### config.mk
export PLATFORM = sky130hd
export DESIGN_NAME = i2c_master_transfer_sequencer_unit
export DESIGN_NICKNAME = d
export VERILOG_FILES = /design/src/hdl/i2cseq_pkg.sv /design/src/hdl/i2cseq_dp.sv /design/src/hdl/i2cseq_ctrl.sv /design/src/hdl/i2c_master_transfer_sequencer_unit.sv
export VERILOG_INCLUDE_DIRS = /design/src /design/src/hdl
export SDC_FILE = /design/constraint.sdc
export NUM_CORES = 1
export LEC_CHECK = 0
export ABC_AREA = 1
export CAP_MARGIN = 20
export CORE_MARGIN = 2
export CORE_UTILIZATION = 43
export CTS_CLUSTER_DIAMETER = 150
export DETAILED_ROUTE_END_ITERATION = 7
export DONT_BUFFER_PORTS = 1
export SETUP_SLACK_MARGIN = 0.2
export SLEW_MARGIN = 20
export SYNTH_ARGS = -nofsm -noshare
export SYNTH_HDL_FRONTEND = slang
export SYNTH_SLANG_ARGS = --single-unit
### constraint.sdc
create_clock -name clk_i -period 1.93 [get_ports clk_i]
set_input_delay 0.386 -clock clk_i [delete_from_list [all_inputs] [get_ports clk_i]]
set_output_delay 0.386 -clock clk_i [all_outputs]
set_load 0.005 [all_outputs]
### src/hdl/i2c_master_transfer_sequencer_unit_assert.svh
// Assertion macros shared by the I2C transfer sequencer modules.
`ifndef I2C_MASTER_TRANSFER_SEQUENCER_UNIT_ASSERT_SVH
`define I2C_MASTER_TRANSFER_SEQUENCER_UNIT_ASSERT_SVH

// Same-cycle implication, sampled on clk_i, off while rst_ni is low.
`define I2CSEQ_ASSERT_IMPL(label, ante, cons) \
  label: assert property (@(posedge clk_i) disable iff (!rst_ni) (ante) |-> (cons)) \
    else $error("i2cseq assertion failed");

// Next-cycle implication, sampled on clk_i, off while rst_ni is low.
`define I2CSEQ_ASSERT_NEXT(label, ante, cons) \
  label: assert property (@(posedge clk_i) disable iff (!rst_ni) (ante) |=> (cons)) \
    else $error("i2cseq assertion failed");

`endif

### src/hdl/i2cseq_pkg.sv
// Shared constants and types of the I2C transfer sequencer.
`default_nettype none

package i2cseq_pkg;

  localparam int unsigned FifoDepth  = 16;
  localparam int unsigned CountBits  = 16;
  localparam int unsigned BatchLimit = (FifoDepth < 16) ? FifoDepth : 16;
  localparam int unsigned BatchW     = $clog2(BatchLimit + 1);
  localparam int unsigned WideW      = (CountBits > BatchW) ? CountBits : BatchW;

  // Event codes; the top three are unknown and ignored.
  typedef enum logic [2:0] {
    CMD_START    = 3'd0,
    CMD_TX_EMPTY = 3'd1,
    CMD_RX_BYTE  = 3'd2,
    CMD_STOP     = 3'd3,
    CMD_BUS_ERR  = 3'd4,
    CMD_RSVD5    = 3'd5,
    CMD_RSVD6    = 3'd6,
    CMD_RSVD7    = 3'd7
  } cmd_e;

  // Transfer phase codes.
  localparam logic [1:0] PH_IDLE  = 2'd0;
  localparam logic [1:0] PH_WRITE = 2'd1;
  localparam logic [1:0] PH_READ  = 2'd2;

  typedef enum logic [2:0] {
    KIND_CMD    = 3'd0,
    KIND_RX     = 3'd1,
    KIND_TARGET = 3'd2,
    KIND_DONE   = 3'd3,
    KIND_FAIL   = 3'd4
  } kind_e;

  // One result transfer.
  typedef struct packed {
    kind_e       kind;
    logic [7:0]  data;
    logic        is_read;
    logic        stop;
    logic        restart;
    logic [3:0]  thr;
    logic [9:0]  addr;
    logic        err_arb;
    logic        err_ovr;
    logic        last;
  } res_t;

  // Controller to datapath.
  typedef struct packed {
    logic load;
    logic step;
  } seq_cmd_t;

  // Datapath to controller.
  typedef struct packed {
    logic emit;
    logic more;
  } seq_stat_t;

endpackage

`default_nettype wire

### src/hdl/i2cseq_dp.sv
// Datapath: item latch, transfer state, result generation and output register.
`default_nettype none

module i2cseq_dp (
  input  logic                  clk_i,
  input  logic                  rst_ni,
  input  i2cseq_pkg::seq_cmd_t  ctl_i,
  output i2cseq_pkg::seq_stat_t stat_o,
  input  logic [2:0]            cmd_i,
  input  logic [9:0]            target_addr_i,
  input  logic [15:0]           tx_count_i,
  input  logic [15:0]           rx_count_i,
  input  logic [7:0]            data_byte_i,
  input  logic                  arb_lost_i,
  input  logic                  overrun_i,
  output i2cseq_pkg::res_t      res_o
);
  import i2cseq_pkg::*;

  `include "i2c_master_transfer_sequencer_unit_assert.svh"

  // Latched item.
  logic [2:0]           it_cmd_q;
  logic [9:0]           it_addr_q;
  logic [CountBits-1:0] it_txc_q;
  logic [CountBits-1:0] it_rxc_q;
  logic [7:0]           it_byte_q;
  logic                 it_al_q;
  logic                 it_ov_q;
  logic                 first_q;

  // Transfer state.
  logic [1:0]           phase_q, phase_d;
  logic [CountBits-1:0] wl_q, wl_d;
  logic [CountBits-1:0] rl_q, rl_d;
  logic                 arm_q, arm_d;
  logic [BatchW-1:0]    outst_q, outst_d;
  logic                 arb_q, arb_d;
  logic                 ovf_q, ovf_d;
  logic [BatchW-1:0]    bl_q, bl_d;
  logic [3:0]           thr_q, thr_d;

  res_t                 res_q, res_d;
  logic                 emit, more, busy;
  logic [WideW-1:0]     rl_wide;
  logic [BatchW-1:0]    batch;

  assign busy    = (phase_q == PH_WRITE) || (phase_q == PH_READ);
  assign rl_wide = WideW'(rl_q);
  assign batch   = (rl_wide < WideW'(BatchLimit)) ? BatchW'(rl_wide) : BatchW'(BatchLimit);

  always_comb begin
    phase_d = phase_q;
    wl_d    = wl_q;
    rl_d    = rl_q;
    arm_d   = arm_q;
    outst_d = outst_q;
    arb_d   = arb_q;
    ovf_d   = ovf_q;
    bl_d    = bl_q;
    thr_d   = thr_q;
    res_d   = '0;
    emit    = 1'b0;
    more    = 1'b0;
    unique case (it_cmd_q)
      CMD_START: begin
        if (first_q) begin
          wl_d       = it_txc_q;
          rl_d       = it_rxc_q;
          arm_d      = 1'b0;
          outst_d    = '0;
          arb_d      = 1'b0;
          ovf_d      = 1'b0;
          emit       = 1'b1;
          res_d.kind = KIND_TARGET;
          res_d.addr = it_addr_q;
          if (it_txc_q != '0) begin
            phase_d = PH_WRITE;
          end else if (it_rxc_q != '0) begin
            phase_d = PH_READ;
          end else begin
            phase_d = PH_IDLE;
            more    = 1'b1;
          end
        end else begin
          emit       = 1'b1;
          res_d.kind = KIND_DONE;
        end
      end
      CMD_TX_EMPTY: begin
        if (!first_q) begin
          // continue a read batch
          emit          = 1'b1;
          res_d.kind    = KIND_CMD;
          res_d.is_read = 1'b1;
          res_d.stop    = (rl_q == CountBits'(1));
          res_d.thr     = thr_q;
          rl_d          = rl_q - CountBits'(1);
          bl_d          = bl_q - BatchW'(1);
          more          = (bl_q != BatchW'(1));
        end else if (phase_q == PH_WRITE) begin
          if (wl_q != '0) begin
            emit       = 1'b1;
            res_d.kind = KIND_CMD;
            res_d.data = it_byte_q;
            res_d.stop = (wl_q == CountBits'(1));
            wl_d       = wl_q - CountBits'(1);
          end
        end else if (phase_q == PH_READ) begin
          if ((rl_q != '0) && (outst_q == '0)) begin
            emit          = 1'b1;
            thr_d         = 4'(batch - BatchW'(1));
            res_d.kind    = KIND_CMD;
            res_d.is_read = 1'b1;
            res_d.stop    = (rl_q == CountBits'(1));
            res_d.restart = arm_q;
            res_d.thr     = thr_d;
            rl_d          = rl_q - CountBits'(1);
            arm_d         = 1'b0;
            outst_d       = batch;
            bl_d          = batch - BatchW'(1);
            more          = (batch != BatchW'(1));
          end
        end
      end
      CMD_RX_BYTE: begin
        if (phase_q == PH_READ) begin
          emit       = 1'b1;
          res_d.kind = KIND_RX;
          res_d.data = it_byte_q;
          if (outst_q != '0) begin
            outst_d = outst_q - BatchW'(1);
          end
        end
      end
      CMD_STOP: begin
        if ((phase_q == PH_WRITE) && (rl_q != '0)) begin
          phase_d = PH_READ;
          arm_d   = 1'b1;
        end else if (busy) begin
          phase_d    = PH_IDLE;
          emit       = 1'b1;
          res_d.kind = KIND_DONE;
        end
      end
      CMD_BUS_ERR: begin
        if (busy) begin
          arb_d         = arb_q | it_al_q;
          ovf_d         = ovf_q | it_ov_q;
          phase_d       = PH_IDLE;
          emit          = 1'b1;
          res_d.kind    = KIND_FAIL;
          res_d.err_arb = arb_d;
          res_d.err_ovr = ovf_d;
        end
      end
      default: ;
    endcase
    res_d.last = emit && !more;
  end

  assign stat_o.emit = emit;
  assign stat_o.more = more;
  assign res_o       = res_q;

  always_ff @(posedge clk_i or negedge rst_ni) begin
    if (!rst_ni) begin
      first_q <= 1'b0;
      phase_q <= PH_IDLE;
      wl_q    <= '0;
      rl_q    <= '0;
      arm_q   <= 1'b0;
      outst_q <= '0;
      arb_q   <= 1'b0;
      ovf_q   <= 1'b0;
      bl_q    <= '0;
      thr_q   <= '0;
    end else begin
      if (ctl_i.load) begin
        first_q <= 1'b1;
      end else if (ctl_i.step) begin
        first_q <= 1'b0;
      end
      if (ctl_i.step) begin
        phase_q <= phase_d;
        wl_q    <= wl_d;
        rl_q    <= rl_d;
        arm_q   <= arm_d;
        outst_q <= outst_d;
        arb_q   <= arb_d;
        ovf_q   <= ovf_d;
        bl_q    <= bl_d;
        thr_q   <= thr_d;
      end
    end
  end

  always_ff @(posedge clk_i) begin
    if (ctl_i.load) begin
      it_cmd_q  <= cmd_i;
      it_addr_q <= target_addr_i;
      it_txc_q  <= CountBits'(tx_count_i);
      it_rxc_q  <= CountBits'(rx_count_i);
      it_byte_q <= data_byte_i;
      it_al_q   <= arb_lost_i;
      it_ov_q   <= overrun_i;
    end
    if (ctl_i.step) begin
      res_q <= res_d;
    end
  end

  `I2CSEQ_ASSERT_IMPL(dp_outst_bound, 1'b1, outst_q <= BatchW'(BatchLimit))
  `I2CSEQ_ASSERT_NEXT(dp_last_read_clears, ctl_i.step && emit && res_d.is_read && res_d.stop, rl_q == '0)
  `I2CSEQ_ASSERT_NEXT(dp_restart_first_only, ctl_i.step && !first_q, !res_q.restart)

endmodule

`default_nettype wire

### src/hdl/i2cseq_ctrl.sv
// Controller: input and output handshake and step sequencing.
`default_nettype none

module i2cseq_ctrl (
  input  logic                  clk_i,
  input  logic                  rst_ni,
  input  logic                  valid_i,
  output logic                  stall_o,
  output logic                  valid_o,
  input  logic                  stall_i,
  output i2cseq_pkg::seq_cmd_t  ctl_o,
  input  i2cseq_pkg::seq_stat_t stat_i
);
  import i2cseq_pkg::*;

  `include "i2c_master_transfer_sequencer_unit_assert.svh"

  // Bit 1: a step is pending, bit 0: output register full.
  localparam logic [1:0] ST_IDLE     = 2'b00;
  localparam logic [1:0] ST_OUT      = 2'b01;
  localparam logic [1:0] ST_WORK     = 2'b10;
  localparam logic [1:0] ST_WORK_OUT = 2'b11;

  logic [1:0] state_q, state_d;
  logic [1:0] after_step;

  always_comb begin
    priority if (stat_i.emit && stat_i.more) begin
      after_step = ST_WORK_OUT;
    end else if (stat_i.emit) begin
      after_step = ST_OUT;
    end else begin
      after_step = ST_IDLE;
    end
  end

  always_comb begin
    state_d    = state_q;
    ctl_o.load = 1'b0;
    ctl_o.step = 1'b0;
    unique case (state_q)
      ST_IDLE: begin
        if (valid_i) begin
          ctl_o.load = 1'b1;
          state_d    = ST_WORK;
        end
      end
      ST_OUT: begin
        if (valid_i) begin
          ctl_o.load = 1'b1;
          state_d    = stall_i ? ST_WORK_OUT : ST_WORK;
        end else if (!stall_i) begin
          state_d = ST_IDLE;
        end
      end
      ST_WORK: begin
        ctl_o.step = 1'b1;
        state_d    = after_step;
      end
      ST_WORK_OUT: begin
        if (!stall_i) begin
          ctl_o.step = 1'b1;
          state_d    = after_step;
        end
      end
      default: state_d = ST_IDLE;
    endcase
  end

  assign stall_o = (state_q == ST_WORK) || (state_q == ST_WORK_OUT);
  assign valid_o = (state_q == ST_OUT) || (state_q == ST_WORK_OUT);

  always_ff @(posedge clk_i or negedge rst_ni) begin
    if (!rst_ni) begin
      state_q <= ST_IDLE;
    end else begin
      state_q <= state_d;
    end
  end

  `I2CSEQ_ASSERT_NEXT(ctrl_load_then_work, ctl_o.load, state_q == ST_WORK || state_q == ST_WORK_OUT)
  `I2CSEQ_ASSERT_NEXT(ctrl_emit_shows, ctl_o.step && stat_i.emit, valid_o)
  `I2CSEQ_ASSERT_NEXT(ctrl_final_step_frees, ctl_o.step && !stat_i.more, !stall_o)
  `I2CSEQ_ASSERT_IMPL(ctrl_no_load_busy, stall_o, !ctl_o.load)

endmodule

`default_nettype wire

### src/hdl/i2c_master_transfer_sequencer_unit.sv
// Top level of the I2C master write-then-read transfer sequencer.
`default_nettype none

// Turns start, transmit-empty, received-byte, stop and bus-error events into
// the result stream of an I2C write-then-read transfer: set target, write and
// read command words, received bytes, done and failed. Each accepted event is
// first latched, then stepped once per result it causes, or once if it causes
// none; the datapath produces one result per cycle into a single output
// register while the output is not stalled. The next event is taken while the
// final result of the previous one still waits at the output. A read batch
// holds at most min(FIFO depth, 16) words; last_o marks the final result of
// each event. There is no configuration port.
module i2c_master_transfer_sequencer_unit (
  input  logic        clk_i,
  input  logic        rst_ni,
  // event channel
  input  logic        valid_i,
  output logic        stall_o,
  input  logic [2:0]  cmd_i,
  input  logic [9:0]  target_addr_i,
  input  logic [15:0] tx_count_i,
  input  logic [15:0] rx_count_i,
  input  logic [7:0]  data_byte_i,
  input  logic        arb_lost_i,
  input  logic        overrun_i,
  // result channel
  output logic        valid_o,
  input  logic        stall_i,
  output logic [2:0]  kind_o,
  output logic [7:0]  data_o,
  output logic        is_read_o,
  output logic        stop_o,
  output logic        restart_o,
  output logic [3:0]  rx_threshold_o,
  output logic [9:0]  addr_out_o,
  output logic        err_arb_lost_o,
  output logic        err_overrun_o,
  output logic        last_o
);
  import i2cseq_pkg::*;

  seq_cmd_t  ctl;
  seq_stat_t stat;
  res_t      res;

  // Sequence latching and stepping; owns both handshakes.
  i2cseq_ctrl u_ctrl (
    .clk_i   (clk_i),
    .rst_ni  (rst_ni),
    .valid_i (valid_i),
    .stall_o (stall_o),
    .valid_o (valid_o),
    .stall_i (stall_i),
    .ctl_o   (ctl),
    .stat_i  (stat)
  );

  // Hold transfer state and build each result.
  i2cseq_dp u_dp (
    .clk_i         (clk_i),
    .rst_ni        (rst_ni),
    .ctl_i         (ctl),
    .stat_o        (stat),
    .cmd_i         (cmd_i),
    .target_addr_i (target_addr_i),
    .tx_count_i    (tx_count_i),
    .rx_count_i    (rx_count_i),
    .data_byte_i   (data_byte_i),
    .arb_lost_i    (arb_lost_i),
    .overrun_i     (overrun_i),
    .res_o         (res)
  );

  assign kind_o         = res.kind;
  assign data_o         = res.data;
  assign is_read_o      = res.is_read;
  assign stop_o         = res.stop;
  assign restart_o      = res.restart;
  assign rx_threshold_o = res.thr;
  assign addr_out_o     = res.addr;
  assign err_arb_lost_o = res.err_arb;
  assign err_overrun_o  = res.err_ovr;
  assign last_o         = res.last;

endmodule

`default_nettype wire
==> summary.md <==
| Metric | Value |
|---|---|
| R2R cell count | `16` |
| Vias in the first global route | `about 5100` |
| Initial antenna violation count | `0` |
| Cell family with most CP delay | `simple AND/OR/NAND/NOR gates` |
| Post-synth EDFFs | `86` |
| Die X | `130.8 um` |
| Critical-path cell list | `nor2_4, nand2_4, nor2_4, nand2_4, clkinv_4, nand2_8, inv_4, ha_4, nand2_2, inv_2, nand4_1, nand2_1, inv_1, nand2_1, nand2_1, nor2_1` |
| RSZ-0062 raised after global routing | `yes` |
| Post-Synth Adder-Cell Area | `0.02532` |
| H-Tree Depth | `4` |
| Total Power | `11090 uW` |
| Clock insertion delay at the later pin of the skew report | `430 ps` |
| Root buffer cell | `clkbuf_16` |
| Req. time, crit path | `2220 ps` |
| Synth Area in Compound Gates | `0.1183` |
| DRT iter0 DRCs | `between 300 and 400` |
| Final core utilization | `0.5500` |
| Final net count | `860` |
| Seq. cell area | `3936 um2` |
| Stages on the worst setup path | `16` |
| CP Capture Type | `flip-flop` |
| Placed Cells | `942` |
| Detail Placement HPWL | `10.57 mm` |
| Reg2Reg Setup Slack | `roughly 32 ps` |
| CP dominant cell by count | `nand2_1` |
| Critical-path top delay cell | `dfrtp_1` |
| # setup viols final | `0` |
| Area growth syn-to-layout | `25.83%` |
| Critical path startpoint category | `flip-flop` |
| I/O Pins | `92` |
| Post-route ant nets | `0` |
| CP Buf/Inv Count | `4` |
| Gp weighted congestion | `0.8786` |
| Share of cells above drive strength 1 | `0.2850` |
| Num CTS Buffers | `17` |
| CTS sink count | `between 100 and 150` |
| Layout Cells excl Fill | `1016` |
| FFs w/ async S/R, synth | `0.3857` |
| Largest net degree at the start of global routing | `between 50 and 60` |
| Ys flop type | `edfxtp_1` |
| Fill cells | `1354` |
| Synth Cell Area | `6918 um2` |
| Via/cell ratio | `5.166` |
| Residual DRC | `0` |
| Total grt overflow | `0` |
| Final WL | `~16 mm` |
| RR Endpoint | `u_dp.res_o[0]` |
| Hold path endpoint | `u_dp.it_byte_q[2]` |
| Core area | `15830 um2` |
| Worst Tran Pin Value | `378.4 ps` |
| Drt pass-1 iters | `5` |
| WS Path Type | `reg2reg` |
| Sequential fraction of the synthesis area | `0.5686` |
| Final hold violations | `0` |
| Multiplexer share of the synthesized area | `0` |
| Tmin final | `about 1900 ps` |
| Highest Clock Rate | `~0.53 GHz` |
| Post-synth cell types | `40` |
| Largest family of logic cells by synthesized area | `simple AND/OR/NAND/NOR gates` |
| Flops & latches, synth | `140` |
| Pwr per Cell Area | `~1300 nW/um2` |
| Hold-critical path depth | `0` |
| Die height | `between 100 and 150 um` |
| Outcome | `complete, no violations` |
| Yosys warns | `0` |
| N_diodes | `0` |
| Global-route wire length before repair | `between 20 and 25 mm` |
| Maximum VDD drop | `0.0006644 V` |
| CP Max Fanout | `4` |
| Post-Synth XOR/XNOR Area | `0.01646` |
| Mapped Cells | `722` |
| Syn avg cell area | `9.582 um2` |
| Via Count | `between 5000 and 6000` |
| Row count | `46` |
| Syn_nets | `795` |
| Routed wire length per instance | `15.88 um` |
| Final TNS setup | `0 ps` |
| R2r startpoint | `u_dp.rl_q[5]` |
| Slew Viols, Final | `0` |
| Multi-input gate area in the final layout | `2828 um2` |
| Max clock buf depth | `2` |
| Final Skew | `roughly 8.5 ps` |
| Hold path startpoint | `data_byte_i[2]` |
| TritonCTS clock tree | `yes` |
| Synth Area in Simple Gates | `0.1961` |
| Period utilisation layout | `0.9835` |
| Reg clk slew, reported paths | `about 60 ps` |
| Leak | `about 0.0037 uW` |
| Crit path DAT | `2180 ps` |
| CP max stage delay | `420 ps` |
| Port Buffers | `0` |
| HP Class | `in2reg` |
| GRT Util Overall | `0.1904` |
| Total die area | `17120 um2` |
| Initial Util | `0.4371` |
| Maxcap violations | `0` |
| Worst relative slew slack | `0.7474` |
-- where the power goes --
part | internal, uW | switching, uW
clock | 1920 | 1320
sequential | 3950 | 590
combinational | 1350 | 1960
total | 7220 | 3870
-- state kept, by name, indices dropped and copies added (netlist names), 2 cells and up --
| register | flops |
|---|---|
| u_dp.res_o | 31 |
| u_dp.it_rxc_q | 16 |
| u_dp.it_txc_q | 16 |
| u_dp.rl_q | 16 |
| u_dp.wl_q | 16 |
| u_dp.it_addr_q | 10 |
| u_dp.it_byte_q | 8 |
| u_dp.bl_q | 5 |
| u_dp.outst_q | 5 |
| u_dp.thr_q | 4 |
| u_dp.it_cmd_q | 3 |
| u_ctrl.state_q | 2 |
| u_dp.phase_q | 2 |
-- final cells by class --
class,count,share of cell area
Tap cell,216,0.03105
Clock inverter,15,0.01840
Inverter,107,0.05060
Sequential cell,140,0.4522
Timing Repair Buffer,62,0.07403
Clock buffer,17,0.04887
Multi-Input combinational cell,459,0.3249
-- stage by stage --
stage / instance area (um2) / hold slack [ps] / setup WS [ps]
2_1_floorplan: 6983 / 90.41 / 179.3
3_3_place_gp: 7361 / 94.69 / 65.38
3_5_place_dp: 7361 / 94.63 / 13.81
4_1_cts: 8309 / 33.32 / 81.48
5_1_grt: 8705 / 30.37 / -44.66
6_report: 8705 / 51.91 / 31.80
-- synth_stat cells (12+ instances only) --
library cell | number | area share
nor2_1 | 94 | 0.051
ha_1 | 14 | 0.025
nand3_1 | 33 | 0.024
o21ai_0 | 47 | 0.034
inv_1 | 97 | 0.053
edfxtp_1 | 86 | 0.37
dfrtp_1 | 54 | 0.20
nand2_1 | 111 | 0.060
a21oi_1 | 28 | 0.020
nand2_2 | 12 | 0.011
nor2_2 | 12 | 0.011
o21ai_1 | 23 | 0.017
-- routing by layer --
metal  wire length [um]  up-vias  global-route usage
met3                761       40             0.04642
met4                433        0             0.08135
met1               6618     2526              0.2297
li1                   -     2531                   -
met5                  0        -                   0
met2               8326      152              0.3266
-- layout by cell type, fill, tap and decap left out, drive strengths merged, types with 3 or more instances in the layout --
cell,count
nand2,129
nor2,112
inv,111
edfxtp,86
o21ai,80
buf,60
dfrtp,54
nand3,35
a21oi,32
clkbuf,18
ha,14
o22ai,13
xor2,10
nand4,8
nor3,7
o211ai,7
clkinv,7
xnor2,3
-- cells by family (layout without fill, tap and decap cells) --
| logic type | count (synthesis) | after routing |
|---|---|---|
| XOR/XNOR | 13 | 13 |
| flip-flops | 140 | 140 |
| AO/OA/AOI/OAI | 137 | 137 |
| AND/OR/NAND/NOR | 294 | 295 |
| buffers and inverters | 124 | 201 |
| adder cells (fa/ha/maj) | 14 | 14 |
-- worst max-delay path by stage --
| stage | slack [ps] | start | end |
|---|---|---|---|
| 2_1_floorplan | 180 | u_dp.rl_q[6] | u_dp.res_o[0] |
| 3_3_place_gp | 70 | u_dp.rl_q[13] | u_dp.res_o[0] |
| 3_5_place_dp | 10 | u_dp.rl_q[6] | u_ctrl.state_q[1] |
| 4_1_cts | 80 | u_dp.rl_q[10] | u_ctrl.state_q[1] |
| 5_1_grt | -40 | u_dp.rl_q[12] | u_ctrl.state_q[1] |
| 6_report | 30 | u_dp.rl_q[5] | u_dp.res_o[0] |
-- repair_timing --
action | 4_1_cts | 5_1_grt
endpoints found under the hold margin | 54 | 0
endpoints found under the setup margin | 55 | 56
buffers inserted | 21 | 15
pin swaps | 15 | 20
gates cloned | 3 | 1
resized for setup | 32 | 68
hold buffers | 2 | 0
Note: power is estimated with default switching activity, not from simulation.
